**config.mk**
```make
export PLATFORM = sky130hd
export DESIGN_NAME = fit_block_allocator_core_flat
export DESIGN_NICKNAME = d
export VERILOG_FILES = /design/src/hw/rtl/fba_pkg.sv /design/src/hw/rtl/fba_if.sv /design/src/hw/rtl/fba_cell.sv /design/src/hw/rtl/fba_ctrl.sv /design/src/hw/rtl/fit_block_allocator_core.sv /design/src/flat_wrapper.sv
export SDC_FILE = /design/constraint.sdc
export NUM_CORES = 1
export LEC_CHECK = 0
export ABC_AREA = 1
export BUFFER_PORTS_ARGS = -buffer_cell sky130_fd_sc_hd__clkbuf_2
export CELL_PAD_IN_SITES_DETAIL_PLACEMENT = 1
export CELL_PAD_IN_SITES_GLOBAL_PLACEMENT = 2
export CORE_ASPECT_RATIO = 0.9
export CORE_MARGIN = 1.5
export CORE_UTILIZATION = 40
export CTS_CLUSTER_SIZE = 20
export DETAILED_ROUTE_END_ITERATION = 12
export HOLD_SLACK_MARGIN = 0.03
export PLACE_DENSITY_LB_ADDON = 0.1
export SYNTH_ARGS = -nofsm -noshare
export SYNTH_HDL_FRONTEND = slang
export SYNTH_SLANG_ARGS = --single-unit
```
**constraint.sdc**
```tcl
create_clock -name i_clk -period 8.21 [get_ports i_clk]
set_clock_uncertainty 0.15 [all_clocks]
set_input_delay 1.2315 -clock i_clk [delete_from_list [all_inputs] [get_ports i_clk]]
set_output_delay 1.2315 -clock i_clk [all_outputs]
set_load 0.03 [all_outputs]
```
**src/hw/rtl/fba_pkg.sv**
```systemverilog
// shared constants, types and helpers for the fit block allocator
`timescale 1ns / 1ps
package fba_pkg;

    localparam int BLOCKS     = 16;
    localparam int SIZE_BITS  = 16;
    localparam int IDX_W      = (BLOCKS > 1) ? $clog2(BLOCKS) : 1;
    localparam int CNT_W      = 5;
    localparam int BLK_W      = 4;
    localparam int VAL_W      = 16;
    localparam int CFG_IDX_W  = 1;
    localparam int CFG_DATA_W = 5;

    localparam logic [CNT_W-1:0] BLOCK_COUNT_RST = 5'd16;

    typedef enum logic [CFG_IDX_W-1:0] {
        CFG_FIT_MODE    = 1'b0,
        CFG_BLOCK_COUNT = 1'b1
    } t_cfg_reg;

    typedef enum logic {
        OP_LOAD = 1'b0,
        OP_REQ  = 1'b1
    } t_op;

    typedef enum logic [1:0] {
        ST_LOADED = 2'd0,
        ST_ALLOC  = 2'd1,
        ST_NONE   = 2'd2
    } t_status;

    typedef enum logic [1:0] {
        S_IDLE,
        S_SCAN,
        S_DONE
    } t_state;

    typedef logic [SIZE_BITS-1:0] t_size;
    typedef logic [IDX_W-1:0]     t_idx;

    // search candidate handed from cell to cell
    typedef struct packed {
        logic  valid;
        logic  found;
        t_idx  idx;
        t_size size;
    } t_cand;

    // broadcast from the controller to every cell
    typedef struct packed {
        t_size            req;
        logic             fit_mode;
        logic [CNT_W-1:0] count;
        logic             wr_en;
        t_idx             wr_idx;
        t_size            wr_data;
    } t_cmd;

    function automatic t_size f_to_size(input logic [VAL_W-1:0] v);
        logic [31:0] w;
        w = 32'(v);
        return w[SIZE_BITS-1:0];
    endfunction

    function automatic logic [VAL_W-1:0] f_to_val(input t_size s);
        logic [31:0] w;
        w = 32'(s);
        return w[VAL_W-1:0];
    endfunction

    function automatic logic [BLK_W-1:0] f_idx_to_blk(input t_idx i);
        logic [31:0] w;
        w = 32'(i);
        return w[BLK_W-1:0];
    endfunction

    function automatic t_idx f_blk_to_idx(input logic [BLK_W-1:0] b);
        logic [31:0] w;
        w = 32'(b);
        return w[IDX_W-1:0];
    endfunction

endpackage

```
**src/hw/rtl/fba_if.sv**
```systemverilog
// valid/ready channel interfaces for items, results and register writes
`timescale 1ns / 1ps
interface fba_in_if import fba_pkg::*; ();
    logic             valid;
    logic             ready;
    logic             opcode;
    logic [BLK_W-1:0] block_index;
    logic [VAL_W-1:0] size_value;

    modport source (output valid, output opcode, output block_index, output size_value,
                    input ready);
    modport sink   (input valid, input opcode, input block_index, input size_value,
                    output ready);
endinterface

interface fba_out_if import fba_pkg::*; ();
    logic             valid;
    logic             ready;
    logic [1:0]       status;
    logic [BLK_W-1:0] chosen_block;
    logic [VAL_W-1:0] remaining_size;

    modport source (output valid, output status, output chosen_block, output remaining_size,
                    input ready);
    modport sink   (input valid, input status, input chosen_block, input remaining_size,
                    output ready);
endinterface

interface fba_cfg_if import fba_pkg::*; ();
    logic                  valid;
    logic                  ready;
    logic [CFG_IDX_W-1:0]  index;
    logic [CFG_DATA_W-1:0] data;

    modport source (output valid, output index, output data, input ready);
    modport sink   (input valid, input index, input data, output ready);
endinterface

```
**src/hw/rtl/fba_cell.sv**
```systemverilog
// one table cell: holds a block's free size and updates the passing candidate
`timescale 1ns / 1ps
module fba_cell import fba_pkg::*; (
    input  logic  i_clk,
    input  logic  i_rst_n,
    input  t_idx  i_cell_idx,
    input  t_cmd  i_cmd,
    input  t_cand i_cand,
    output t_cand o_cand
);

    t_size r_size;
    t_cand r_cand;
    t_cand n_cand;
    logic  w_active;
    logic  w_fits;
    logic  w_take;

    always_comb begin
        w_active = 32'(i_cell_idx) < 32'(i_cmd.count);
        w_fits   = w_active && (r_size >= i_cmd.req);
        // best fit replaces only on a strictly smaller size, so lower index wins a tie
        w_take   = w_fits && (!i_cand.found || (i_cmd.fit_mode && (r_size < i_cand.size)));
        n_cand   = i_cand;
        if (w_take) begin
            n_cand.found = 1'b1;
            n_cand.idx   = i_cell_idx;
            n_cand.size  = r_size;
        end
    end

    always_ff @(posedge i_clk) begin
        if (!i_rst_n) begin
            r_size       <= '0;
            r_cand.valid <= 1'b0;
        end else begin
            if (i_cmd.wr_en && (i_cmd.wr_idx == i_cell_idx)) begin
                r_size <= i_cmd.wr_data;
            end
            r_cand.valid <= i_cand.valid;
        end
        r_cand.found <= n_cand.found;
        r_cand.idx   <= n_cand.idx;
        r_cand.size  <= n_cand.size;
    end

    assign o_cand = r_cand;

endmodule

```
**src/hw/rtl/fba_ctrl.sv**
```systemverilog
// sequencer: takes items, launches the search, writes back and holds the result beat
`timescale 1ns / 1ps
module fba_ctrl import fba_pkg::*; (
    input  logic             i_clk,
    input  logic             i_rst_n,
    fba_in_if.sink           i_in,
    fba_out_if.source        o_out,
    input  logic             i_fit_mode,
    input  logic [CNT_W-1:0] i_block_count,
    input  t_cand            i_cand,
    output t_cand            o_cand,
    output t_cmd             o_cmd
);

    t_state           r_state;
    t_state           n_state;
    logic             r_op;
    t_size            r_req;
    logic [BLK_W-1:0] r_load_idx;
    logic             r_first;
    logic             r_found;
    t_idx             r_best_idx;
    t_size            r_best_size;

    logic             r_out_valid;
    logic [1:0]       r_out_status;
    logic [BLK_W-1:0] r_out_chosen;
    logic [VAL_W-1:0] r_out_rem;
    logic [1:0]       n_out_status;
    logic [BLK_W-1:0] n_out_chosen;
    logic [VAL_W-1:0] n_out_rem;

    logic             w_accept;
    logic             w_out_free;
    logic             w_finish;
    logic             w_load_ok;
    t_size            w_new_size;

    assign w_accept   = i_in.valid && i_in.ready;
    assign w_out_free = !r_out_valid || o_out.ready;

    // next state
    always_comb begin
        n_state = r_state;
        case (r_state)
            S_IDLE: begin
                if (w_accept) begin
                    n_state = (i_in.opcode == OP_REQ) ? S_SCAN : S_DONE;
                end
            end
            S_SCAN: begin
                if (i_cand.valid) begin
                    n_state = S_DONE;
                end
            end
            S_DONE: begin
                if (w_out_free) begin
                    n_state = S_IDLE;
                end
            end
            default: n_state = S_IDLE;
        endcase
    end

    // outputs
    always_comb begin
        i_in.ready = (r_state == S_IDLE);
        w_finish   = (r_state == S_DONE) && w_out_free;
        w_load_ok  = 32'(r_load_idx) < BLOCKS;
        w_new_size = r_best_size - r_req;

        o_cand.valid = r_first;
        o_cand.found = 1'b0;
        o_cand.idx   = '0;
        o_cand.size  = '0;

        o_cmd.req      = r_req;
        o_cmd.fit_mode = i_fit_mode;
        o_cmd.count    = i_block_count;
        if (r_op == OP_LOAD) begin
            o_cmd.wr_en   = w_finish && w_load_ok;
            o_cmd.wr_idx  = f_blk_to_idx(r_load_idx);
            o_cmd.wr_data = r_req;
            n_out_status  = ST_LOADED;
            n_out_chosen  = r_load_idx;
            n_out_rem     = w_load_ok ? f_to_val(r_req) : '0;
        end else begin
            o_cmd.wr_en   = w_finish && r_found;
            o_cmd.wr_idx  = r_best_idx;
            o_cmd.wr_data = w_new_size;
            n_out_status  = r_found ? ST_ALLOC : ST_NONE;
            n_out_chosen  = r_found ? f_idx_to_blk(r_best_idx) : '0;
            n_out_rem     = r_found ? f_to_val(w_new_size) : '0;
        end
    end

    always_ff @(posedge i_clk) begin
        if (!i_rst_n) begin
            r_state     <= S_IDLE;
            r_first     <= 1'b0;
            r_out_valid <= 1'b0;
        end else begin
            r_state <= n_state;
            r_first <= w_accept && (i_in.opcode == OP_REQ);
            if (w_finish) begin
                r_out_valid <= 1'b1;
            end else if (o_out.ready) begin
                r_out_valid <= 1'b0;
            end
        end
        if (w_accept) begin
            r_op       <= i_in.opcode;
            r_req      <= f_to_size(i_in.size_value);
            r_load_idx <= i_in.block_index;
        end
        if ((r_state == S_SCAN) && i_cand.valid) begin
            r_found     <= i_cand.found;
            r_best_idx  <= i_cand.idx;
            r_best_size <= i_cand.size;
        end
        if (w_finish) begin
            r_out_status <= n_out_status;
            r_out_chosen <= n_out_chosen;
            r_out_rem    <= n_out_rem;
        end
    end

    assign o_out.valid          = r_out_valid;
    assign o_out.status         = r_out_status;
    assign o_out.chosen_block   = r_out_chosen;
    assign o_out.remaining_size = r_out_rem;

endmodule

```
**src/hw/rtl/fit_block_allocator_core.sv**
```systemverilog
// top level: register port, sequencer and the row of block cells
// a load's result goes straight to the done state; a request's waits while the
// candidate walks the row of cells, one cell per cycle, back to the sequencer
// one item is in flight at a time; the next can be taken in the same cycle as the
// result first shows in the output register, even if that beat has not yet been taken
// synchronous active-low reset clears all block sizes to zero, selects first
// fit and sets the block count to 16
`timescale 1ns / 1ps
module fit_block_allocator_core import fba_pkg::*; (
    input  logic      i_clk,
    input  logic      i_rst_n,
    fba_cfg_if.sink   i_cfg,
    fba_in_if.sink    i_in,
    fba_out_if.source o_out
);

    logic             r_fit_mode;
    logic [CNT_W-1:0] r_block_count;
    t_cmd             w_cmd;
    t_cand            w_cand [BLOCKS+1];

    assign i_cfg.ready = 1'b1;

    always_ff @(posedge i_clk) begin
        if (!i_rst_n) begin
            r_fit_mode    <= 1'b0;
            r_block_count <= BLOCK_COUNT_RST;
        end else if (i_cfg.valid) begin
            case (i_cfg.index)
                CFG_FIT_MODE:    r_fit_mode    <= i_cfg.data[0];
                CFG_BLOCK_COUNT: r_block_count <= i_cfg.data[CNT_W-1:0];
                default: ;
            endcase
        end
    end

    fba_ctrl u_ctrl (
        .i_clk         (i_clk),
        .i_rst_n       (i_rst_n),
        .i_in          (i_in),
        .o_out         (o_out),
        .i_fit_mode    (r_fit_mode),
        .i_block_count (r_block_count),
        .i_cand        (w_cand[BLOCKS]),
        .o_cand        (w_cand[0]),
        .o_cmd         (w_cmd)
    );

    for (genvar g = 0; g < BLOCKS; g++) begin : g_cell
        fba_cell u_cell (
            .i_clk      (i_clk),
            .i_rst_n    (i_rst_n),
            .i_cell_idx (IDX_W'(g)),
            .i_cmd      (w_cmd),
            .i_cand     (w_cand[g]),
            .o_cand     (w_cand[g+1])
        );
    end

endmodule

```
**src/flat_wrapper.sv**
```systemverilog
// flat-port wrapper written by rule: the top's interface ports become plain ports
module fit_block_allocator_core_flat import fba_pkg::*;
  (i_clk, i_rst_n, i_cfg_valid, i_cfg_index, i_cfg_data, i_cfg_ready, i_in_valid, i_in_opcode, i_in_block_index, i_in_size_value, i_in_ready, o_out_valid, o_out_status, o_out_chosen_block, o_out_remaining_size, o_out_ready);
  fba_cfg_if i_cfg_i ();
  fba_in_if i_in_i ();
  fba_out_if o_out_i ();
  input  logic i_clk;
  input  logic i_rst_n;
  input wire logic [$bits(i_cfg_i.valid)-1:0] i_cfg_valid;
  input wire logic [$bits(i_cfg_i.index)-1:0] i_cfg_index;
  input wire logic [$bits(i_cfg_i.data)-1:0] i_cfg_data;
  output wire logic [$bits(i_cfg_i.ready)-1:0] i_cfg_ready;
  input wire logic [$bits(i_in_i.valid)-1:0] i_in_valid;
  input wire logic [$bits(i_in_i.opcode)-1:0] i_in_opcode;
  input wire logic [$bits(i_in_i.block_index)-1:0] i_in_block_index;
  input wire logic [$bits(i_in_i.size_value)-1:0] i_in_size_value;
  output wire logic [$bits(i_in_i.ready)-1:0] i_in_ready;
  output wire logic [$bits(o_out_i.valid)-1:0] o_out_valid;
  output wire logic [$bits(o_out_i.status)-1:0] o_out_status;
  output wire logic [$bits(o_out_i.chosen_block)-1:0] o_out_chosen_block;
  output wire logic [$bits(o_out_i.remaining_size)-1:0] o_out_remaining_size;
  input wire logic [$bits(o_out_i.ready)-1:0] o_out_ready;
  assign i_cfg_i.valid = i_cfg_valid;
  assign i_cfg_i.index = i_cfg_index;
  assign i_cfg_i.data = i_cfg_data;
  assign i_cfg_ready = i_cfg_i.ready;
  assign i_in_i.valid = i_in_valid;
  assign i_in_i.opcode = i_in_opcode;
  assign i_in_i.block_index = i_in_block_index;
  assign i_in_i.size_value = i_in_size_value;
  assign i_in_ready = i_in_i.ready;
  assign o_out_valid = o_out_i.valid;
  assign o_out_status = o_out_i.status;
  assign o_out_chosen_block = o_out_i.chosen_block;
  assign o_out_remaining_size = o_out_i.remaining_size;
  assign o_out_i.ready = o_out_ready;
  fit_block_allocator_core u_core (.i_clk(i_clk), .i_rst_n(i_rst_n), .i_cfg(i_cfg_i), .i_in(i_in_i), .o_out(o_out_i));
endmodule
```
==> qor.txt, run 1 <==
hold crit path type - flip-flop to flip-flop
GRT Total Usage - 0.284
largest family of logic cells by synthesized area - simple AND/OR/NAND/NOR gates
H-tree depth - 3
Core Region - 90900 µm²
period utilisation layout - 0.538
first-pass GRT wire length - 201000 µm
post-synthesis xor/xnor area fraction - 0.00120
CP Max Fanout - 10
Routed WL - 132000 µm
RSZ-0062 raised after global routing - false
setup repair bufs after CTS - 0
Yosys top cell area share - 0.330
hold_buf cts - 0
Avg Inst Size Synth - 7.25 µm²
Worst EP required - 8.58 ns
mux cell area share after synthesis - 0
post-synthesis register bit count - 667
clk buf depth - 3
top post-synthesis cells by area - dfxtp_1 33%, ha_1 17%, nand2_1 14%, inv_1 7.3%, nand3_1 5.9%
worst slew pin tran - 1.21 ns
Ports - 57
total die area - 93300 µm²
pre-CTS WS - 3.77 ns
Synth Warn # - 0
Post-Synth Adder-Cell Area - 0.170
Layout fillers - 11500
simple-gate share of the synthesized area - 0.280
Die Y - 290 µm
# port buffers - 55
pin count of the biggest net entering global routing - 125
final instance area - 40800 µm²
num rows - 105
final hold vios - 0
nets@finish - 5611
setup violators final - 0
post-CTS sizing - 0
outcome - completed
layout cells sized above 1 - 0.0552
post-synthesis instance total - 5047
Iter 0 DRT Violations - 1870
crit path time final - 4.42 ns
Die Width - 322 µm
initial antenna violation count - 4
endpoint class of the critical path - flip-flop
Via Count - 32500
hpwl dp - 95200 µm
clk root buf - clkbuf_16
setup ws final - 3.79 ns
CTS sink count - 667
Synthesized Nets - 5576
Synth Area in Compound Gates - 0.0736
Pleak - 21.3 nW
DRC violations left - 0
drt first pass iters - 5
clk_lat worst skew - 0.64 ns
post-synth top area cell - dfxtp_1
peak supply drop - 0.000166 V
area grow syn2layout - 11.4%
Crit Path Category - flip-flop to flip-flop
area of the mapped netlist - 36600 µm²
Clk pin slew, worst setup/hold paths - 0.06 ns
vias in the first global route - 32500
final slew viol count - 0
post-route ant nets - 0
Final Wtd Congestion - 0.875
FMAX - 226 MHz
Initial Util - 0.403
Vias/cell - 5.10
P per Cell Area - 188 nW/µm²
Num CTS Buffers - 79
Setup TNS Final - 0 ns
sequential-to-total area share from yosys stat - 0.382
per-cell routed wire length - 20.8 µm
MaxCap Viol Count - 0
crit start category - flip-flop
Post-DP Area - 38200 µm²
Worst Path Arrival - 4.78 ns
CTS tree - yes
Synth cell types - 39
Slew headroom - 0.196
gr ovfl total - 0
==> synthesized netlist by cell type <==
master and n:
nand2_1 1412, inv_1 711, dfxtp_1 603, nor2_1 540, ha_1 496, nand3_1 435
a21oi_1 247, o21ai_0 117, clkbuf_1 83, edfxtp_1 64, nor3_1 50, o21ai_1 50
buf_2 33, o21a_1 23, or2_2 19, buf_1 17, nor4_1 16, o21bai_1 16
a211oi_1 15, a21o_1 15, buf_4 13, clkinv_1 13, nor2_4 12, a21boi_0 11
inv_2 9, nand3_2 4, nand3b_1 4, nand4_1 3, nor2_2 3, xor2_1 3
xnor2_1 2, a31oi_1 1, conb_1 1, fa_1 1, inv_4 1, nand2_2 1
nor3_4 1, o211ai_1 1, o31ai_1 1
==> worst paths after layout <==
path                                                    startpoint                                 to  slack (ns)  cells past startpoint
worst max-delay path                        u_core.u_ctrl.r_req[5]  u_core.g_cell[8].u_cell.r_size[6]        3.79                     13
worst min-delay path            u_core.g_cell[15].u_cell.o_cand[5]       u_core.u_ctrl.r_best_size[5]        0.25                      0
worst max register to register              u_core.u_ctrl.r_req[5]  u_core.g_cell[8].u_cell.r_size[6]        3.79                     13
worst min register to register  u_core.g_cell[15].u_cell.o_cand[5]       u_core.u_ctrl.r_best_size[5]        0.25                      0
==> kinds of logic after synthesis <==
group / Yosys count
flip-flops: 667
adder cells (fa/ha/maj): 497
XOR/XNOR: 5
AO/OA/AOI/OAI: 497
AND/OR/NAND/NOR: 2500
other: 1
buffers and inverters: 880
==> where the power goes <==
| part | internal [mW] | switching, mW |
|---|---|---|
| Sequential | 3.34 | 0.0416 |
| Clock | 2.08 | 1.47 |
| Combinational | 0.175 | 0.573 |
| Total | 5.59 | 2.08 |
==> placed cells by master, fill, tap and decap left out, types with 15 or more instances in the layout <==
master / netlist / layout
o21ai_1: 50 / 44
nand3_1: 435 / 435
dfxtp_1: 603 / 603
nand2_1: 1412 / 1410
nor4_1: 16 / 16
inv_1: 711 / 711
buf_4: 13 / 45
clkbuf_16: 0 / 84
clkbuf_1: 83 / 19
clkbuf_2: 0 / 54
a211oi_1: 15 / 15
clkinv_1: 13 / 15
ha_1: 496 / 496
o21bai_1: 16 / 16
nor3_1: 50 / 48
a21oi_1: 247 / 247
edfxtp_1: 64 / 64
a21o_1: 15 / 15
or2_2: 19 / 19
o21a_1: 23 / 23
o21ai_0: 117 / 117
nor2_1: 540 / 538
==> through the flow <==
| step | std cells | hold WS, ns | power, mW | util |
|---|---|---|---|---|
| 2_1_floorplan | 5047 | 0.236 | 3.84 | - |
| 3_3_place_gp | 6231 | 0.237 | 4.18 | 0.420 |
| 3_5_place_dp | 6231 | 0.240 | 4.20 | 0.420 |
| 4_1_cts | 6374 | 0.252 | 7.76 | 0.448 |
| 5_1_grt | 6374 | 0.258 | 7.95 | 0.448 |
| 6_report | 6376 | 0.252 | 7.68 | 0.449 |
==> worst max-delay path: stages, from the launching register on <==
cell      delay [ns]
edfxtp_1        0.38
inv_1           0.76
buf_4           0.48
ha_1            0.35
nand2_1         0.12
inv_1           0.06
a21oi_1         0.15
nand2_1         0.14
or2_2           0.30
nand3_1         0.09
nand2_1         0.55
buf_4           0.48
o21ai_0         0.19
inv_1           0.05
==> registers in the layout, summed over array words and instances, names as in the netlist, 2 cells and up <==
signal	count
u_core.g_cell.u_cell.o_cand	337
u_core.g_cell.u_cell.r_size	256
u_core.u_ctrl.o_out.remaining_size	16
u_core.u_ctrl.r_best_size	16
u_core.u_ctrl.r_req	16
u_core.r_block_count	5
u_core.u_ctrl.o_out.chosen_block	4
u_core.u_ctrl.r_best_idx	4
u_core.u_ctrl.r_load_idx	4
u_core.u_ctrl.o_out.status	2
u_core.u_ctrl.r_state	2
==> final cells by class <==
type | count | area [µm²] | share of cell area
Clock buffer | 116 | 2350 | 0.0577
Tap cell | 1230 | 1540 | 0.0377
Timing Repair Buffer | 100 | 628 | 0.0154
Inverter | 734 | 2770 | 0.0678
Sequential cell | 667 | 14000 | 0.343
Multi-Input combinational cell | 3500 | 19300 | 0.472
Clock inverter | 27 | 231 | 0.00568
Antenna cell | 2 | 5.00 | 0.000123
==> per-layer routing <==
layer  wire length [µm]  global-route usage  part of all wire  vias up
met5                  0                   0                 0        -
met4               3760              0.0798             0.028        0
met3               5250              0.0306             0.040      178
met2              59700               0.461              0.45      519
met1              63600               0.399              0.48    15700
li1                   -                   -                 -    16100
Power figures use the tool's default switching activity.
==> inputs of run 2 (changes only) <==
Settings changed: CORE_UTILIZATION 40 to 37.
Clock period 8.21 ns to 4.56 ns, I/O delays scaled along.
==> qor.txt, run 2 (synthesis results as in run 1) <==
slowest cell delay on critical path - 0.52 ns
per-cell routed wire length - 20.8 µm
Placed Cells - 6320
final instance area - 41400 µm²
crit path time final - 3.68 ns
hpwl dp - 98900 µm
worst slew pin tran - 1.29 ns
setup violators final - 0
pre-CTS WS - 0.927 ns
Hold EP - u_core.u_ctrl.r_req[2]
Num CTS Buffers - 81
Ports - 57
num rows - 109
MaxCap Viol Count - 0
gr ovfl total - 0
final hold vios - 0
Die Y - 301 µm
# port buffers - 55
first-pass GRT wire length - 204000 µm
Setup TNS Final - 0 ns
clk root buf - clkbuf_16
CP cell instances - inv_1 > buf_4 > ha_1 > nand2_1 > inv_1 > nand3_1 > nor3_1 > nand2_1 > nand3_1 > nand2_1 > clkinv_1 > buf_4 > nand2_1 > nand2_1 > nand2_1
Slew headroom - 0.143
CP max-delay cell - nor3_1
r2r endpoint - u_core.g_cell[15].u_cell.o_cand[8]
FMAX - 272 MHz
Worst Hold Launch - i_in_size_value[2]
final slew viol count - 0
most used cell, CP - nand2_1
most common cell after layout, fill and taps aside - nand2_1
Vias/cell - 5.00
Initial Util - 0.373
GRT Total Usage - 0.269
endpoint class of the critical path - flip-flop
sequential power share - 0.430
Die Width - 335 µm
peak supply drop - 0.000244 V
Comb power frac - 0.100
Total Power - 14.1 mW
setup ws final - 0.884 ns
setup repair bufs after CTS - 0
RSZ-0062 raised after global routing - false
CTS tree - yes
RR Startpoint - u_core.u_ctrl.r_req[11]
post-CTS sizing - 0
hold_buf cts - 13
nets@finish - 5669
Clk pin slew, worst setup/hold paths - 0.06 ns
Via Count - 32400
Routed WL - 135000 µm
clock power share - 0.470
Inserted Diodes - 0
pin count of the biggest net entering global routing - 132
CP Max Fanout - 20
Post-DP Area - 38600 µm²
post-route ant nets - 0
Net Switching - 3.89 mW
most frequent cells in the layout - 1412 x nand2_1, 711 x inv_1, 603 x dfxtp_1
Pint - 10.2 mW
Worst R2R Path Depth - 15
crit start category - flip-flop
Worst EP required - 4.94 ns
sw frac - 0.275
Iter 0 DRT Violations - 1750
outcome - completed
drt first pass iters - 5
H-tree depth - 3
clk buf depth - 3
Crit Path Category - flip-flop to flip-flop
DRC violations left - 0
setup slack, reg-to-reg - 0.88 ns
Final Non-Filler Cells - 6477
Core Region - 98100 µm²
Pleak - 21.6 nW
Layout fillers - 12300
clk_lat worst skew - 0.66 ns
CTS sink count - 667
Worst Path Arrival - 4.06 ns
Final Wtd Congestion - 0.842
max reg flops - 337
hold crit path type - input port to flip-flop
period utilisation layout - 0.806
layout cells sized above 1 - 0.0638
hold depth - 1
P per Cell Area - 341 nW/µm²
total die area - 101000 µm²
area grow syn2layout - 13.1%
initial antenna violation count - 4
vias in the first global route - 32600
==> run 2: cell types whose count changed in the layout (fill, tap and decap cells not counted), moves of 2 or more <==
| cell | change |
|---|---|
| buf_4 | +43 |
| diode_2 | -2 |
| bufinv_16 | +4 |
| dlygate4sd3_1 | +13 |
| o21ai_4 | +2 |
| inv_6 | +2 |
| nand2_1 | +2 |
| nand2_2 | -2 |
| clkbuf_1 | -6 |
| o21ai_2 | -2 |
| clkinvlp_4 | +6 |
| clkbuf_8 | -6 |
==> run 2: worst max path at each step <==
stage               slack, ns                                  to                    start  depth (start not counted)
floorplan                1.75         u_core.u_ctrl.r_load_idx[0]               i_in_valid                          2
global placement         0.94  u_core.g_cell[13].u_cell.o_cand[1]  u_core.u_ctrl.r_req[10]                         15
detailed placement       0.93  u_core.g_cell[15].u_cell.o_cand[8]  u_core.u_ctrl.r_req[11]                         15
CTS                      0.88  u_core.g_cell[15].u_cell.o_cand[8]  u_core.u_ctrl.r_req[11]                         15
global route             0.62  u_core.g_cell[15].u_cell.o_cand[8]  u_core.u_ctrl.r_req[11]                         15
finish                   0.88  u_core.g_cell[15].u_cell.o_cand[8]  u_core.u_ctrl.r_req[11]                         15
==> run 2: layout make-up <==
| class | instances | area [µm²] | area share |
|---|---|---|---|
| Tap cell | 1276 | 1600 | 0.0386 |
| Clock buffer | 104 | 2250 | 0.0543 |
| Timing Repair Buffer | 156 | 1080 | 0.0261 |
| Sequential cell | 667 | 14000 | 0.338 |
| Inverter | 734 | 2770 | 0.0668 |
| Clock inverter | 40 | 429 | 0.0104 |
| Multi-Input combinational cell | 3500 | 19300 | 0.466 |
==> run 2: power groups by stage <==
stage	registers (mW)	clock network, mW	logic, mW
2_1_floorplan	6.20	0	0.716
3_3_place_gp	6.21	0	1.37
3_5_place_dp	6.21	0	1.40
4_1_cts	6.08	6.80	1.41
5_1_grt	6.09	7.03	1.54
6_report	6.08	6.64	1.41
==> run 2: layer usage <==
metal / routed length [µm] / up-vias / global-route usage
met3: 5290 / 173 / 0.0398
li1: - / 16200 / -
met5: 12 / - / 0
met1: 66000 / 15500 / 0.374
met2: 59400 / 479 / 0.431
met4: 3990 / 2 / 0.0778
==> run 2: worst max-delay path, delay by kind of cell, from the launching register on <==
family,cells,cell delay (ns)
adder cells (fa/ha/maj),1,0.19
flip-flops,1,0.39
buffers and inverters,5,1.04
AND/OR/NAND/NOR,9,1.76
==> run 2: stage by stage <==
step / util / hold slack (ns)
6_report: 0.422 / 0.0721
5_1_grt: 0.422 / 0.0439
4_1_cts: 0.422 / 0.0369
2_1_floorplan: - / 0.236
3_3_place_gp: 0.393 / 0.237
3_5_place_dp: 0.393 / 0.240
